$ cat src/rtl/c3z_pkg.sv
// ----------------------------------------------------------------------------
// c3z_pkg
// Shared widths, register indexes, reset values and types of the 3x3
// convolution block.
// ----------------------------------------------------------------------------
package c3z_pkg;

    localparam int MAX_SIZE = 1024;
    localparam int ADDR_W   = $clog2(MAX_SIZE);

    localparam int PIX_W    = 8;
    localparam int POS_W    = 10;
    localparam int FRAME_W  = 11;
    localparam int COEF_W   = 8;
    localparam int ROW_W    = 3 * COEF_W;
    localparam int CFG_W    = 24;
    localparam int IDX_W    = 2;
    localparam int PROD_W   = PIX_W + COEF_W + 1;
    localparam int RSUM_W   = PROD_W + 2;
    localparam int VAL_W    = 20;
    localparam int IN_W     = 8;
    localparam int OUT_W    = 40;

    localparam logic [IDX_W-1:0] REG_FRAME_SIZE = 2'd0;
    localparam logic [IDX_W-1:0] REG_COEF_TOP   = 2'd1;
    localparam logic [IDX_W-1:0] REG_COEF_MID   = 2'd2;
    localparam logic [IDX_W-1:0] REG_COEF_BOT   = 2'd3;

    localparam logic [FRAME_W-1:0] FRAME_RST    = 11'd8;
    localparam logic [ROW_W-1:0]   COEF_TOP_RST = 24'h0100FF;
    localparam logic [ROW_W-1:0]   COEF_MID_RST = 24'h0200FE;
    localparam logic [ROW_W-1:0]   COEF_BOT_RST = 24'h0100FF;

    // window[row][col], row 0 is the oldest line, col 0 the oldest column
    typedef logic [2:0][2:0][PIX_W-1:0] t_win;
    typedef logic [2:0][ROW_W-1:0]      t_coef;

    typedef struct packed {
        logic             interior;
        logic             last;
        logic [POS_W-1:0] row;
        logic [POS_W-1:0] col;
    } t_ctl;

endpackage

$ cat src/rtl/c3z_mac.sv
// ----------------------------------------------------------------------------
// c3z_mac
// Nine pixel by coefficient products, registered, then three row sums,
// registered; the total of the row sums leaves combinationally.
// ----------------------------------------------------------------------------
module c3z_mac (
    input  logic                                   i_clk,
    input  logic                                   i_en,
    input  c3z_pkg::t_win                          i_win,
    input  c3z_pkg::t_coef                         i_coef,
    output logic signed [c3z_pkg::VAL_W-1:0]       o_sum
);

    logic signed [c3z_pkg::PROD_W-1:0] r_prod [3][3];
    logic signed [c3z_pkg::PROD_W-1:0] n_prod [3][3];
    logic signed [c3z_pkg::RSUM_W-1:0] r_rsum [3];
    logic signed [c3z_pkg::RSUM_W-1:0] n_rsum [3];

    always_comb begin
        logic signed [c3z_pkg::PIX_W:0]    pix;
        logic signed [c3z_pkg::COEF_W-1:0] cf;
        for (int k = 0; k < 3; k++) begin
            for (int l = 0; l < 3; l++) begin
                pix = $signed({1'b0, i_win[k][l]});
                cf  = $signed(i_coef[k][l*c3z_pkg::COEF_W +: c3z_pkg::COEF_W]);
                n_prod[k][l] = c3z_pkg::PROD_W'(pix) * c3z_pkg::PROD_W'(cf);
            end
        end
    end

    always_comb begin
        for (int k = 0; k < 3; k++) begin
            n_rsum[k] = c3z_pkg::RSUM_W'(r_prod[k][0]) + c3z_pkg::RSUM_W'(r_prod[k][1])
                      + c3z_pkg::RSUM_W'(r_prod[k][2]);
        end
    end

    always_ff @(posedge i_clk) begin
        if (i_en) begin
            r_prod <= n_prod;
            r_rsum <= n_rsum;
        end
    end

    assign o_sum = c3z_pkg::VAL_W'(r_rsum[0]) + c3z_pkg::VAL_W'(r_rsum[1])
                 + c3z_pkg::VAL_W'(r_rsum[2]);

endmodule

$ cat config.mk
export PLATFORM = sky130hd
export DESIGN_NAME = c3z_mac
export DESIGN_NICKNAME = d
export VERILOG_FILES = /design/src/rtl/c3z_pkg.sv /design/src/rtl/c3z_mac.sv
export SDC_FILE = /design/constraint.sdc
export NUM_CORES = 2
export LEC_CHECK = 0
export BUFFER_PORTS_ARGS = -buffer_cell sky130_fd_sc_hd__buf_2
export CORE_UTILIZATION = 65
export CTS_BUF_LIST = sky130_fd_sc_hd__clkbuf_8
export DETAILED_ROUTE_END_ITERATION = 8
export PLACE_DENSITY = 0.9
export SETUP_SLACK_MARGIN = 0.05
export SLEW_MARGIN = 20
export SYNTH_ARGS = -nofsm -noshare
export SYNTH_HDL_FRONTEND = slang
export SYNTH_SLANG_ARGS = --single-unit
$ cat constraint.sdc
create_clock -name i_clk -period 5.25 [get_ports i_clk]
set_input_delay 0.2625 -clock i_clk [delete_from_list [all_inputs] [get_ports i_clk]]
set_output_delay 0.2625 -clock i_clk [all_outputs]
set_load 0.01 [all_outputs]
Word-level counts from Yosys, hierarchy flattened
Cells that the tools add are included.

word-level totals
  memories kept = 0
  word-level logic and storage cells = 29
  bits in latches = 0
  RAM bits = 0
  register bits after elaboration = 210
  output and inout bits = 20
  bits in read-only memories = 0

cells by class
  bitwise logic cells = 0
  div/mod/pow operators = 0
  shift-type cells = 0
  add/sub/neg operators = 8
  mux-type cells = 0
  reductions and logical operators = 0
  $lt $le $gt $ge = 0
  $mul = 9
  equal/unequal tests = 0

operator list
  cell            count
  $mul 9x8->17    9
  $add 18x17->19  3
  $add 17x17->18  3
  $add 19x19->20  1
  $add 20x19->20  1

Longest topological paths before layout
  depth after elaboration = 2
  mapped depth = 19
  gate-level depth less buffers = 19

Worst setup path before layout
No wires, ideal clock.

  path kind = input-to-reg
  start point = in i_coef[15] (netlist name)
  end point = reg r_prod[135] (netlist name), data pin
  cell stages on the path = 15
  slack = 1.173 ns
  library setup time = 0.259 ns
  data arrival time = 3.818 ns
  buffers on the path = 0
  cell sequence = clkinv_1 fa_1 fa_1 inv_1 fa_1 inv_1 fa_1 inv_1 ha_1 o21a_1 o21ai_0 a21oi_1 a211oi_1 a21oi_1 xnor2_1

RTL lines
  what                  RTL line       RTL
  from (decl)           c3z_mac.sv:10  input c3z_pkg::t_coef i_coef,
  to (signal assigned)  c3z_mac.sv:40  r_prod <= n_prod;
  to (decl)             c3z_mac.sv:14  logic signed [c3z_pkg::PROD_W-1:0] r_prod [3][3];

Worst setup path after layout
  start point = reg r_rsum[20] (netlist name)
  end point = out o_sum[17] (netlist name)

on the way
  cells in the longest elaborated chain, start to end = 2

RTL lines
  what                    RTL line       RTL
  from (decl)             c3z_mac.sv:16  logic signed [c3z_pkg::RSUM_W-1:0] r_rsum [3];
  from (signal assigned)  c3z_mac.sv:41  r_rsum <= n_rsum;
  $add 19x19->20          c3z_mac.sv:45  assign o_sum = c3z_pkg::VAL_W'(r_rsum[0]) + c3z_pkg::VAL_W'(r_rsum[1])
  $add 20x19->20          c3z_mac.sv:46  + c3z_pkg::VAL_W'(r_rsum[2]);
  to (decl)               c3z_mac.sv:11  output logic signed [c3z_pkg::VAL_W-1:0] o_sum

No other way between the ends.

==> impl_metrics.tcl <==
set metrics [dict create \
    status "finished clean" \
    path_class "flop to output port" \
    met2_usage 0.525 \
    synth_flop_cell "edfxtp_1" \
    cts-htree-levels 2 \
    r2r_end "r_rsum[36]$_DFFE_PP_" \
    ys_top_cells_by_count "inv_1 (543), ha_1 (456), fa_1 (407)" \
    setup_viol 0 \
    yosys.area.top_type "fa_1" \
    powerDensity_mw_per_mm2 639 \
    layout.nets 4154 \
    yosysMostFrequentCell "inv_1" \
    grt_pass1_vias 22900 \
    ctsLongestPathBuffers 3 \
    ys_seq_elements 210 \
    layout_min_cycle_time_ns 4.45 \
    dieWidth_um 218 \
    gr-total-overflow 0 \
    r2r_slack_ns 2.02 \
    syn_area_sq_mm 0.0302 \
    grt_use_met1 0.374 \
    ys_top_cells_by_area "fa_1 (27%), edfxtp_1 (21%), ha_1 (19%)" \
    cts_setup_buffers 0 \
    start_util 0.663 \
    cp_data_arrival_time_ns 4.19 \
    core_sq_mm 0.0456 \
    tns_ns 0 \
    rows 78 \
    ir_drop_mv 0.742 \
    dieArea_sq_mm 0.0473 \
    min_to "r_prod[85]$_DFFE_PP_" \
    grt_pass1_wl_um 112000 \
    grt_start_max_net_pins 91 \
    yosys.area.top_type_share 0.270 \
    post_cts_resize_count 0 \
    rsz0062_at_grt "no" \
    ys_types 67 \
    place.gp.congestion 0.952 \
    whs_path_depth 2 \
    syn_avg_cell_area_sq_um 10.3 \
    drt-total-wl_um 65900 \
    end_kind "output port" \
    met3_usage 0.0357 \
    min_from "i_coef[24]" \
    hold_violations 0 \
    clk_pin_slew_ns 0.07 \
    dr.first_iter.drc_count 1510 \
    io-pin-count 166 \
    vias 21400 \
    cts_tree "yes" \
    antenna_found_initial 0 \
    yosys_warnings 0 \
    max_slew_margin 0.423 \
    clk_latency_ns 0.55 \
    hold_class "input pin to flop" \
    drc 0 \
    timing.final.crit_share 0.848 \
    synth_edf_count 210 \
    crit_fanout 4 \
    r2r_start "r_prod[52]$_DFFE_PP_" \
    seq_area_frac_synth 0.209 \
    final_layout_size_suffix_gt1_frac 0.0764 \
    syn-num-nets 3948 \
    die_h_um 218 \
    grtUsageTotal 0.293 \
    drt_first_pass_iters 5 \
    fillers 3214 \
    synthesis.instances 2939 \
    cts_sinks 210 \
    ctsHoldBuffers 0 \
    ant_nets 0 \
    power.total_mw 20.7 \
    top_usage_layer "met2" \
    slew_viol_final 0 \
    startpoint_type "flop" \
    portBuffers 165 \
    drv_cap 0 \
    async_flop_share 0 \
    dpl.hpwl_um 54600 \
    required_ns 4.99 \
    cts_root_buffer "clkbuf_8" \
    power.static_leakage_nw 15.8 \
    worst-r2r-cell-count 11 \
    hold_slack_ns 0.124 \
    clock_skew_ns 0.0408 \
    max_freq_mhz 225 \
    drt-wirelength-per-cell_um 17.5 \
    via_per_inst 5.68 \
    area_growth_pct 7.34 \
    tightestPinTransition_ns 0.865 \
    cts-buffers-inserted 37 \
]
-- how the worst max path moves through the flow --
stage / from / to / slack, ns / depth (start not counted)
floorplan: i_coef[15] / r_prod[135]$_DFFE_PP_ / 1.17 / 15
finish: r_rsum[20]$_DFFE_PP_ / o_sum[17] / 0.80 / 12
global placement: i_win[7] / r_prod[152]$_DFFE_PP_ / 0.79 / 14
CTS: r_rsum[20]$_DFFE_PP_ / o_sum[17] / 0.79 / 12
global route: r_rsum[20]$_DFFE_PP_ / o_sum[17] / 0.65 / 12
detailed placement: i_coef[15] / r_prod[135]$_DFFE_PP_ / 0.61 / 16
-- logic make-up (layout without fill, tap and decap cells) --
group,Yosys count,count (layout),share of synthesized area
AND/OR/NAND/NOR,852,852,0.151
AO/OA/AOI/OAI,309,309,0.0674
multiplexers,2,2,0.000704
other,0,1,0
adder cells (fa/ha/maj),863,863,0.459
buffers and inverters,544,773,0.0676
flip-flops,210,210,0.209
XOR/XNOR,159,159,0.0461
-- layout make-up --
type                    instances  area (sq um)  share of cell area
diodes                          1          2.50           0.0000772
well taps                     600           751              0.0231
clock buffers                  37           509              0.0157
multi-input cells            2185         21900               0.674
clock inverters                25           105             0.00324
repair buffers                167           850              0.0262
inverters                     544          2040              0.0630
flip-flops and latches        210          6310               0.194
-- worst max-delay path: stages, from the launching register on --
cell	delay (ns)
edfxtp_1	0.47
fa_1	0.57
ha_1	0.19
inv_1	0.07
fa_1	0.45
nor2b_1	0.19
o2111ai_1	0.15
nand3_1	0.15
a41oi_2	0.21
o21ai_1	0.26
nor3b_1	0.08
nor4_1	0.61
buf_2	0.25
-- power breakdown --
group	total [mW]	switching [mW]	internal [mW]
registers	3.79	0.490	3.30
logic	15.6	9.02	6.60
clock network	1.32	0.666	0.652
total	20.7	10.2	10.6
-- sequential cells by signal, summed over array words and instances (netlist names) --
signal / cells
r_rsum: 57
r_prod: 153
-- per-layer routing --
metal,part of all wire,wire length [um],up-vias
met5,0,0,-
met4,0.027,1780,0
met3,0.058,3830,150
met2,0.51,33700,691
met1,0.40,26600,10600
li1,-,-,9945
-- through the flow --
stage	setup WS (ns)	cells	cell area (sq um)	util
2_1_floorplan	1.17	2939	30200	-
6_report	0.798	3769	32400	0.712
3_5_place_dp	0.612	3706	31800	0.698
3_3_place_gp	0.793	3706	31800	0.698
4_1_cts	0.789	3768	32400	0.711
5_1_grt	0.650	3768	32400	0.711
-- cells in the final DEF (no fill, tap or decap), drive strengths merged, types with 5 or more instances in the layout --
master	count
a211oi	13
a21boi	5
buf	166
nor2	115
a21o	24
nand2	180
and3	15
o21a	31
fa	407
or2	11
nor2b	28
o21ai	51
nor3	27
and2	374
edfxtp	210
nand2b	45
a31oi	7
ha	456
xor2	19
o211ai	10
clkinv	7
xnor2	140
a21oi	109
nand3	21
clkbuf	38
or3	21
o21bai	12
o31ai	7
inv	560
No activity file was read; power rests on OpenSTA's default activity.
